===== config.mk =====
export PLATFORM = sky130hd
export DESIGN_NAME = cgen_cell
export DESIGN_NICKNAME = d
export VERILOG_FILES = /design/src/sv/cgen_pkg.sv /design/src/sv/cgen_cell.sv
export SDC_FILE = /design/constraint.sdc
export NUM_CORES = 1
export LEC_CHECK = 0
export ABC_AREA = 0
export BUFFER_PORTS_ARGS = -buffer_cell sky130_fd_sc_hd__buf_2
export CAP_MARGIN = 10
export CORE_ASPECT_RATIO = 0.8
export CORE_MARGIN = 2
export CORE_UTILIZATION = 25
export CTS_CLUSTER_DIAMETER = 30
export DETAILED_ROUTE_END_ITERATION = 7
export MAX_ROUTING_LAYER = met4
export PLACE_DENSITY = 0.55
export RECOVER_POWER = 25
export SYNTH_ARGS = -nofsm -noshare
export SYNTH_HDL_FRONTEND = slang
export SYNTH_SLANG_ARGS = --single-unit

===== constraint.sdc =====
create_clock -name clk -period 2.34 [get_ports clk]
set_input_delay 0.117 -clock clk [delete_from_list [all_inputs] [get_ports clk]]
set_output_delay 0.117 -clock clk [all_outputs]
set_load 0.01 [all_outputs]

===== src/sv/cgen_pkg.sv =====
// Shared package for the combination tuple generator.
// Field widths, function and register codes, cell control struct.
// No dependencies.
`timescale 1ns / 1ps
`default_nettype none

package cgen_pkg;

  localparam int POS_W          = 13;   // position register width
  localparam int VAR_W          = 16;   // emitted variable width
  localparam int K_W            = 4;    // tuple size register width
  localparam int N_W            = 13;   // variable count register width
  localparam int IDX_W          = 12;   // map index field width
  localparam int FUNC_W         = 2;
  localparam int CFG_IDX_W      = 2;
  localparam int CFG_DATA_W     = 13;
  localparam int NUM_VARS_OUT   = 8;    // var_0 .. var_7 ports
  localparam int J_W            = 3;    // slot counter over the var ports
  localparam int DEF_MAX_DIM    = 8;
  localparam int DEF_MAX_VARS   = 4096;

  localparam logic [FUNC_W-1:0] FUNC_RESTART  = 2'd0;
  localparam logic [FUNC_W-1:0] FUNC_LOAD_MAP = 2'd1;
  localparam logic [FUNC_W-1:0] FUNC_EMIT     = 2'd2;

  localparam logic [CFG_IDX_W-1:0] CFG_ACTIVE_DIMS = 2'd0;
  localparam logic [CFG_IDX_W-1:0] CFG_VAR_COUNT   = 2'd1;
  localparam logic [CFG_IDX_W-1:0] CFG_USE_MAP     = 2'd2;

  // Broadcast to every cell of the chain.
  typedef struct packed {
    logic           restart;   // reload position with its own index
    logic [N_W-1:0] nk;        // effective n minus effective k
  } cell_ctrl_t;

endpackage

`default_nettype wire


===== src/sv/cgen_cell.sv =====
// One position cell of the generator chain.
// Holds one position; passes the carry token left and the refill token right.
// Depends on cgen_pkg.
`timescale 1ns / 1ps
`default_nettype none

module cgen_cell import cgen_pkg::*; #(
  parameter int IDX = 0
) (
  input  wire logic             clk,
  input  wire logic             rst_n,
  input  wire cell_ctrl_t       ctrl,
  input  wire logic             active,
  input  wire logic             carry_in,
  input  wire logic             fill_in,
  input  wire logic [POS_W-1:0] prev_pos,
  output logic      [POS_W-1:0] pos,
  output logic                  carry_out,
  output logic                  fill_out
);

  logic [POS_W-1:0] pos_r, pos_nxt, inc;
  logic [POS_W:0]   limit;
  logic             found;
  logic             carry_r, carry_nxt;
  logic             fill_r, fill_nxt;

  // limit for this slot: n - k + IDX + 1
  always_comb begin
    inc   = pos_r + 1'b1;
    limit = {1'b0, ctrl.nk} + (POS_W+1)'(IDX + 1);
    found = {1'b0, inc} < limit;

    pos_nxt   = pos_r;
    carry_nxt = 1'b0;
    fill_nxt  = 1'b0;
    if (ctrl.restart) begin
      pos_nxt = POS_W'(IDX);
    end else if (carry_in) begin
      pos_nxt   = inc;
      carry_nxt = !found;
      fill_nxt  = found;
    end else if (fill_in && active) begin
      pos_nxt  = prev_pos + 1'b1;
      fill_nxt = 1'b1;
    end
  end

  always_ff @(posedge clk) begin
    if (!rst_n) begin
      pos_r   <= POS_W'(IDX);
      carry_r <= 1'b0;
      fill_r  <= 1'b0;
    end else begin
      pos_r   <= pos_nxt;
      carry_r <= carry_nxt;
      fill_r  <= fill_nxt;
    end
  end

  assign pos       = pos_r;
  assign carry_out = carry_r;
  assign fill_out  = fill_r;

endmodule

`default_nettype wire


==> flow_metrics.env, run 1 <==
export IMPL_synthToLayoutAreaGrowth_pct=44.6
export IMPL_final_setup_tns_ps=0
export IMPL_post_route_min_period_ps=2280
export IMPL_critPathBufInv=0
export IMPL_overflow=0
export IMPL_path_cells="ha_4 > nand2_4 > nor4_4 > xor2_1 > ha_1 > and3_4 > nand3_4 > a2111oi_4 > a21oi_2 > nor3b_2"
export IMPL_required_ps=2460
export IMPL_ios=47
export IMPL_rr_startpoint="pos[1]"
export IMPL_netlist_instances=211
export IMPL_maxSlewViolCount=0
export IMPL_post_place_ws_ps=-124
export IMPL_clk_transition_reported_paths_ps=70
export IMPL_tightest_slew_ps=756
export IMPL_gp_routability_congestion=0.751
export IMPL_clockBufferDepth=2
export IMPL_vias=1771
export IMPL_crit_family="simple AND/OR/NAND/NOR gates"
export IMPL_grt_usage=0.146
export IMPL_ys_seq_area_frac=0.183
export IMPL_slowest_stage="dfxtp_4"
export IMPL_synth_area_um2=1640
export IMPL_n_antenna_cell=0
export IMPL_min_path_type="primary input to flip-flop"
export IMPL_setup_slack_ps=64.9
export IMPL_synth_edf_count=0
export IMPL_clkLatencyLatePin_ps=250
export IMPL_setup_violations=0
export IMPL_coreArea_um2=6380
export IMPL_fin_util=0.371
export IMPL_layout_drive_gt1_share=0.368
export IMPL_syn_avg_cell_area_um2=7.76
export IMPL_cap_violations=0
export IMPL_wl_per_cell_um=13.4
export IMPL_stdcell_count=369
export IMPL_cts_buffers=3
export IMPL_ys_ff_latch=15
export IMPL_max_vdd_ir_drop_uv=178
export IMPL_port_buffers=46
export IMPL_ctsRootBufferMaster="clkbuf_8"
export IMPL_yosysUniqueCellTypes=39
export IMPL_cp_arrival_ps=2390
export IMPL_yosys_most_used_dff="dfxtp_1"
export IMPL_stdcell_area_um2=2370
export IMPL_drtPass1Iterations=4
export IMPL_status="complete, no violations"
export IMPL_wl_mm=4.96
export IMPL_syn_nets=260
export IMPL_placed_area_um2=2180
export IMPL_hold_start="prev_pos[12]"
export IMPL_drt_iter0_markers=59
export IMPL_slew_headroom=0.496
export IMPL_fmax_ghz=0.440
export IMPL_grt_max_degree=20
export IMPL_slowest_delay_ps=380
export IMPL_ant_nets=0
export IMPL_finalCritPeriodShare=0.972
export IMPL_cts_sinks=15
export IMPL_cp_end_kind="flip-flop"
export IMPL_rsz0062_at_grt="yes"
export IMPL_fp_dieArea_um2=7210
export IMPL_vias_per_cell=4.80
export IMPL_drc_errors=0
export IMPL_antenna_found_initial=0
export IMPL_dpl_cell_count=362
export IMPL_initial_core_util=0.257
export IMPL_finalHoldViolCount=0
export IMPL_die_h_um=76.4
export IMPL_grt_pass1_wl_mm=8.24
export IMPL_place_hpwl_mm=3.87
export IMPL_leakagePower_uw=0.00109
export IMPL_crit_fanout=5
export IMPL_final_cell_mix="buf_2, buf_4, xor2_1, nor2_1, nand3_1"
export IMPL_cts_htree_levels=1
export IMPL_layout_commonest_cell="buf_2"
export IMPL_final_nets=335
export IMPL_start_kind="flip-flop"
export IMPL_synth_warning_count=0
export IMPL_power_density_nw_per_um2=290
export IMPL_die_w_um=94.5
export IMPL_cts_tree="done"
export IMPL_critPathLaunch="pos[1]"
export IMPL_skew_ps=6.01
export IMPL_grt_pass1_vias=1753
export IMPL_worst_setup_path_type="flip-flop to flip-flop"
export IMPL_async_flop_share=0
export IMPL_rows=26
registers in the layout, summed over array words and instances (netlist names):
register and count:
carry_out 1, pos 13, fill_out 1
power by group:
part | switching, uW | total (uW) | leakage (uW) | internal, uW
Combinational | 109 | 197 | 0.000941 | 87.9
Clock | 101 | 222 | 0.0000228 | 121
Sequential | 7.77 | 269 | 0.000127 | 261
worst min-delay path, stage by stage:
cell     delay (ps)
buf_2            80
xor2_1           60
nand2_1          70
a21oi_2          50
cell type report:
class | instances | area (um2)
tap | 84 | 105
fill | 704 | 4010
inverter | 9 | 33.8
multi-input combinational | 182 | 1420
clock buffer | 4 | 45.0
timing repair buffer | 75 | 443
sequential | 15 | 318
logic make-up (layout without fill, tap and decap cells):
kind of cell / count (synthesis) / count (layout) / synth area share
compound gates: 39 / 39 / 0.158
buf+inv: 14 / 88 / 0.0344
fa+ha+maj: 17 / 17 / 0.130
simple gates: 90 / 90 / 0.297
xor+xnor: 33 / 33 / 0.177
mux: 3 / 3 / 0.0214
flops: 15 / 15 / 0.183
cell usage after synthesis (4+ instances only):
master	n	area, um2
nor2_1	19	71.3
xor2_1	19	166
nand3_1	18	90.1
ha_1	17	213
dfxtp_1	15	300
nand2_1	15	56.3
xnor2_1	14	123
a21oi_1	13	65.1
inv_1	8	30.0
nor3_1	8	40.0
nand4_1	7	43.8
nand2b_1	6	37.5
o21ai_0	6	30.0
a21o_1	4	30.0
a221oi_1	4	35.0
and3_1	4	25.0
routing by layer:
layer	share of wire	global-route usage	up-vias
met5	0	-	-
met4	0.0020	0.0217	0
met3	0.032	0.0287	2
met2	0.50	0.242	25
met1	0.47	0.188	825
li1	-	-	919
final timing paths:
kind / slack, ps / cells past startpoint / to
max: 60 / 10 / fill_out
min: 160 / 4 / pos[12]
max reg2reg: 60 / 10 / fill_out
min reg2reg: 530 / 2 / pos[5]
through the flow:
step / total power, uW / hold slack (ps)
after floorplan: 373 / 325
final: 688 / 163
after detailed placement: 458 / 431
after global placement: 458 / 437
after CTS: 684 / 161
after global routing: 730 / 167
timing repair:
action                     CTS  global route
pin swaps                    2            12
resized for setup           13            13
hold endpoints to repair     0             0
setup endpoints to repair    2             2
hold buffers                 0             0
setup buffers                0             3
Power figures use the tool's default switching activity.
==> run 2: changes to the inputs <==
--- a/config.mk
+++ b/config.mk
@@ -14,8 +14,10 @@
 export CTS_CLUSTER_DIAMETER = 30
 export DETAILED_ROUTE_END_ITERATION = 7
 export MAX_ROUTING_LAYER = met4
-export PLACE_DENSITY = 0.55
+export PLACE_DENSITY = 0.53
 export RECOVER_POWER = 25
+export SETUP_SLACK_MARGIN = 0.3
+export SLEW_MARGIN = 0
 export SYNTH_ARGS = -nofsm -noshare
 export SYNTH_HDL_FRONTEND = slang
 export SYNTH_SLANG_ARGS = --single-unit
==> constraint.sdc (replaced) <==
create_clock -name clk -period 2.1 [get_ports clk]
set_input_delay 0.105 -clock clk [delete_from_list [all_inputs] [get_ports clk]]
set_output_delay 0.105 -clock clk [all_outputs]
set_load 0.01 [all_outputs]
==> run 2 against run 1 <==
Effect of this change:
- the flow now finishes with violations (negative setup slack)
- maximum frequency is 3.2% higher
- via count increased by 2.5%
- sequential power up 10%
- routed wire length up 1.0%
- clock-buffer cell count is 1 lower
- die area is the same
- critical path depth down 1
- global-route usage about the same
- clock power up 10%
- sequential share of layout area shrank 0.32 points
- clock skew down 5.4 ps
- utilization is 1.5 points higher
==> flow_metrics.env, run 2 (synthesized netlist as in run 1, its figures left out) <==
export IMPL_multiInputGateArea_um2=1400
export IMPL_grt_util_met1=0.198
export IMPL_clockBufferDepth=2
export IMPL_wl_per_cell_um=13.1
export IMPL_grt_usage=0.146
export IMPL_die_h_um=76.4
export IMPL_crit_fanout=3
export IMPL_p_sw_frac=0.316
export IMPL_maxSlewViolCount=0
export IMPL_layout_drive_gt1_share=0.413
export IMPL_ios=47
export IMPL_vias_per_cell=4.73
export IMPL_clkLatencyLatePin_ps=250
export IMPL_min_path_type="primary input to flip-flop"
export IMPL_wl_mm=5.01
export IMPL_cts_buffers=3
export IMPL_fill_cells=702
export IMPL_ant_nets=0
export IMPL_p_switching_uw=243
export IMPL_path_cells="nand4_4 > nor4_4 > xor2_1 > ha_1 > and3_4 > a221oi_2 > a221oi_2 > a21oi_2 > nor3b_2"
export IMPL_clockPowerShare=0.318
export IMPL_slowest_delay_ps=370
export IMPL_final_cell_mix="buf_4, buf_2, xor2_1"
export IMPL_grt_max_degree=20
export IMPL_final_nets=350
export IMPL_initial_core_util=0.257
export IMPL_synthToLayoutAreaGrowth_pct=50.5
export IMPL_layout_commonest_cell="buf_4"
export IMPL_setup_slack_ps=-105
export IMPL_largest_reg_flops=13
export IMPL_grtUsageMet3=0.0267
export IMPL_cp_end_kind="flip-flop"
export IMPL_rows=26
export IMPL_combPwrFrac=0.296
export IMPL_vias=1816
export IMPL_cap_violations=0
export IMPL_finalHoldViolCount=0
export IMPL_fmax_ghz=0.454
export IMPL_finalCritPeriodShare=1.05
export IMPL_slowest_stage="dfxtp_2"
export IMPL_cts_sinks=15
export IMPL_gp_routability_congestion=0.798
export IMPL_internal_power_uw=527
export IMPL_required_ps=2280
export IMPL_setup_violations=2
export IMPL_fp_dieArea_um2=7210
export IMPL_die_w_um=94.5
export IMPL_antenna_found_initial=0
export IMPL_rsz0062_at_grt="yes"
export IMPL_clk_transition_reported_paths_ps=70
export IMPL_seq_area_um2=323
export IMPL_leakagePower_uw=0.00115
export IMPL_fin_util=0.386
export IMPL_post_route_min_period_ps=2210
export IMPL_overflow=0
export IMPL_busiest_layer="met2"
export IMPL_cp_arrival_ps=2390
export IMPL_ctsRootBufferMaster="clkbuf_8"
export IMPL_coreArea_um2=6380
export IMPL_violations="negative setup slack"
export IMPL_drt_iter0_markers=65
export IMPL_power_density_nw_per_um2=313
export IMPL_port_buffers=46
export IMPL_place_hpwl_mm=4.14
export IMPL_post_place_ws_ps=-202
export IMPL_cts_htree_levels=1
export IMPL_grt_pass1_vias=1754
export IMPL_max_vdd_ir_drop_uv=184
export IMPL_seqPwrFrac=0.386
export IMPL_gr_usage_met2=0.236
export IMPL_slew_headroom=0.716
export IMPL_path_common_cell="a221oi_2"
export IMPL_drc_errors=0
export IMPL_cts_tree="done"
export IMPL_n_antenna_cell=0
export IMPL_drtPass1Iterations=4
export IMPL_skew_ps=0.597
export IMPL_start_kind="flip-flop"
export IMPL_grt_pass1_wl_mm=8.27
export IMPL_status="complete, but fails checks"
export IMPL_worst_setup_path_type="flip-flop to flip-flop"
export IMPL_tightest_slew_ps=423
## run 2: cell count changes in the layout (fill, tap and decap cells not counted), sizes merged
cell    previous run  this run
buf               71        86
clkbuf             8         7
clkinv             1         2
## run 2: cell type report
class	count	area share
clock inverter	1	0.00203
inverter	9	0.0137
tap	84	0.0427
timing repair buffer	90	0.225
sequential	15	0.131
clock buffer	3	0.0168
multi-input combinational	182	0.568
## run 2: metrics by stage
step                      std cells  hold slack (ps)  instance area, um2  power [uW]  setup TNS, ps
after global placement          376              422                2340         526           -236
after floorplan                 211              311                1730         420           -144
after global routing            384              174                2460         823           -421
final                           384              153                2460         770           -162
after CTS                       384              151                2430         780           -173
after detailed placement        376              420                2340         530           -349
## run 2: worst paths after layout
check / startpoint / end / slack, ps / cells past startpoint
hold / removal: prev_pos[12] / pos[12] / 150 / 4
setup / recovery: pos[6] / fill_out / -110 / 9
setup reg to reg: pos[6] / fill_out / -110 / 9
hold reg to reg: pos[11] / pos[11] / 650 / 3
## run 2: what timing repair did
| item | in CTS | in global routing |
|---|---|---|
| endpoints found under the setup margin | 2 | 2 |
| setup buffers | 4 | 0 |
| gates resized for setup | 9 | 6 |
| hold buffers | 0 | 0 |
| pin swaps | 9 | 4 |
## run 2: metal layers
| layer | part of all wire | vias up |
|---|---|---|
| met5 | 0 | - |
| met4 | 0.0028 | 0 |
| met3 | 0.033 | 2 |
| met2 | 0.47 | 23 |
| met1 | 0.49 | 843 |
| li1 | - | 948 |
## run 2: critical path: cells and delay by family, from the launching register on
kind | cells | cell delay, ps
flops | 1 | 370
simple gates | 4 | 810
compound gates | 3 | 520
xor+xnor | 1 | 190
fa+ha+maj | 1 | 260
## run 2: power groups by stage
stage	sequential, uW	clock (uW)	combinational (uW)
floorplan	309	0	111
global placement	305	0	222
detailed placement	305	0	225
CTS	298	253	229
global route	298	267	257
finish	297	245	228
==> run 3: changes to the inputs <==
--- a/config.mk
+++ b/config.mk
@@ -16,6 +16,7 @@
 export MAX_ROUTING_LAYER = met4
 export PLACE_DENSITY = 0.53
 export RECOVER_POWER = 25
+export REMOVE_ABC_BUFFERS = 1
 export SETUP_SLACK_MARGIN = 0.3
 export SLEW_MARGIN = 0
 export SYNTH_ARGS = -nofsm -noshare
==> run 3 against run 2 <==
Effect of this change:
- total power up 3.8%
- critical endpoint unchanged
- critical path type unchanged
- largest power group unchanged
- clock power up 4%
- worst setup slack worse by 78 ps
- the run still ends with negative setup slack left
- cell area up 7.4%
- global-route usage up 0.52 points
- first-iteration DRC count unchanged
- hold slack better by 9.9 ps
- sequential power about the same
- register-to-register slack worse by 80 ps
==> flow_metrics.env, run 3 (synthesized netlist as in run 1, its figures left out) <==
export IMPL_clkLatencyLatePin_ps=260
export IMPL_seqPwrFrac=0.372
export IMPL_holdWs_ps=163
export IMPL_fp_dieArea_um2=7210
export IMPL_vias_per_cell=4.72
export IMPL_cts_htree_levels=1
export IMPL_p_switching_uw=257
export IMPL_overflow=0
export IMPL_cp_arrival_ps=2470
export IMPL_dr_wl_met2_mm=2.44
export IMPL_cts_sinks=15
export IMPL_cts_tree="done"
export IMPL_coreArea_um2=6380
export IMPL_path_cells="nand4_4 > buf_6 > nor3_4 > xor2_2 > ha_1 > a21o_1 > a221oi_4 > a221oi_2 > a21oi_1 > nor3b_2"
export IMPL_fmax_ghz=0.438
export IMPL_fin_util=0.415
export IMPL_final_nets=367
export IMPL_maxSlewViolCount=0
export IMPL_p_sw_frac=0.322
export IMPL_wl_met3_um=186
export IMPL_die_h_um=76.4
export IMPL_setup_slack_ps=-183
export IMPL_crit_family="compound AO/OA/AOI/OAI gates"
export IMPL_wl_mm=5.13
export IMPL_port_buffers=46
export IMPL_drt_iter0_markers=65
export IMPL_rsz0062_at_grt="yes"
export IMPL_ant_nets=0
export IMPL_die_w_um=94.5
export IMPL_clk_transition_reported_paths_ps=70
export IMPL_grt_max_degree=12
export IMPL_antenna_found_initial=0
export IMPL_layout_drive_gt1_share=0.454
export IMPL_hold_buffers=0
export IMPL_finalHoldViolCount=0
export IMPL_internal_power_uw=542
export IMPL_final_cell_mix="buf_4, buf_2, xor2_1, nor2_1, nand3_1"
export IMPL_ctsRootBufferMaster="clkbuf_8"
export IMPL_gp_routability_congestion=0.828
export IMPL_clockPowerShare=0.318
export IMPL_setup_violations=2
export IMPL_crit_fanout=2
export IMPL_drc_errors=0
export IMPL_min_path_cells=4
export IMPL_leakagePower_uw=0.00127
export IMPL_vias=1891
export IMPL_slew_headroom=0.417
export IMPL_r2r_cells=10
export IMPL_initial_core_util=0.257
export IMPL_worst_setup_path_type="flip-flop to flip-flop"
export IMPL_max_vdd_ir_drop_uv=143
export IMPL_critPathBufInv=1
export IMPL_wl_met1_mm=2.45
export IMPL_cts_buffers=3
export IMPL_post_route_min_period_ps=2280
export IMPL_finalPower_uw=799
export IMPL_grt_pass1_wl_mm=8.57
export IMPL_rows=26
export IMPL_critical_path_cell_count=10
export IMPL_power_density_nw_per_um2=302
export IMPL_ios=47
export IMPL_start_kind="flip-flop"
export IMPL_grt_usage=0.151
export IMPL_top_layer="met4"
export IMPL_wl_per_cell_um=12.8
export IMPL_place_hpwl_mm=4.05
export IMPL_min_path_type="primary input to flip-flop"
export IMPL_slowest_delay_ps=370
export IMPL_required_ps=2290
export IMPL_grt_pass1_vias=1850
export IMPL_synthToLayoutAreaGrowth_pct=61.7
export IMPL_post_place_ws_ps=-381
export IMPL_clockBufferDepth=2
export IMPL_skew_ps=6.02
export IMPL_largest_reg_flops=13
export IMPL_status="complete, but fails checks"
export IMPL_combPwrFrac=0.310
export IMPL_cap_violations=0
export IMPL_violations="negative setup slack"
export IMPL_tightest_slew_ps=875
export IMPL_layout_commonest_cell="buf_4"
export IMPL_n_antenna_cell=0
export IMPL_drtPass1Iterations=4
export IMPL_cp_end_kind="flip-flop"
export IMPL_slowest_stage="dfxtp_4"
export IMPL_finalCritPeriodShare=1.09
[run 3: cell count changes in the layout (fill, tap and decap cells not counted), sizes merged]
| cell | delta |
|---|---|
| buf | +16 |
| clkbuf | +1 |
[run 3: worst paths after layout]
check | from | endpoint | slack [ps]
worst min register to register | pos[12] | pos[12] | 650
worst max-delay path | pos[5] | fill_out | -180
worst min-delay path | prev_pos[12] | pos[12] | 160
worst max register to register | pos[5] | fill_out | -180
[run 3: cell type report]
class / instances / area, um2
tap: 84 / 105
clock buffer: 3 / 41.3
fill: 660 / 3730
clock inverter: 1 / 5.00
inverter: 9 / 33.8
sequential: 15 / 322
multi-input combinational: 182 / 1440
timing repair buffer: 107 / 704
[run 3: power by group through the flow]
| stage | clock network [uW] | registers (uW) | logic [uW] |
|---|---|---|---|
| finish | 254 | 297 | 248 |
| CTS | 255 | 299 | 246 |
| floorplan | 0 | 310 | 97.3 |
| detailed placement | 0 | 304 | 232 |
| global placement | 0 | 304 | 229 |
| global route | 264 | 298 | 279 |
[run 3: timing repair]
item,CTS,global route
buffers inserted,8,3
resized for setup,37,12
endpoints found under the setup margin,2,3
pin swaps,23,14
[run 3: metal layers]
metal | GRT usage | vias up
met5 | - | -
met4 | 0.0261 | 0
met3 | 0.0247 | 6
met2 | 0.241 | 31
met1 | 0.205 | 869
li1 | - | 985
[run 3: tightest hold or removal path, cell delays in order]
cell     delay (ps)
buf_2            80
xor2_1           50
nand2_1          80
a21oi_2          50
[run 3: through the flow]
stage / cells / area, um2 / TNS (ps)
final: 401 / 2650 / -297
after CTS: 398 / 2570 / -236
after global placement: 386 / 2320 / -588
after detailed placement: 386 / 2320 / -658
after floorplan: 206 / 1610 / -706
after global routing: 401 / 2650 / -532
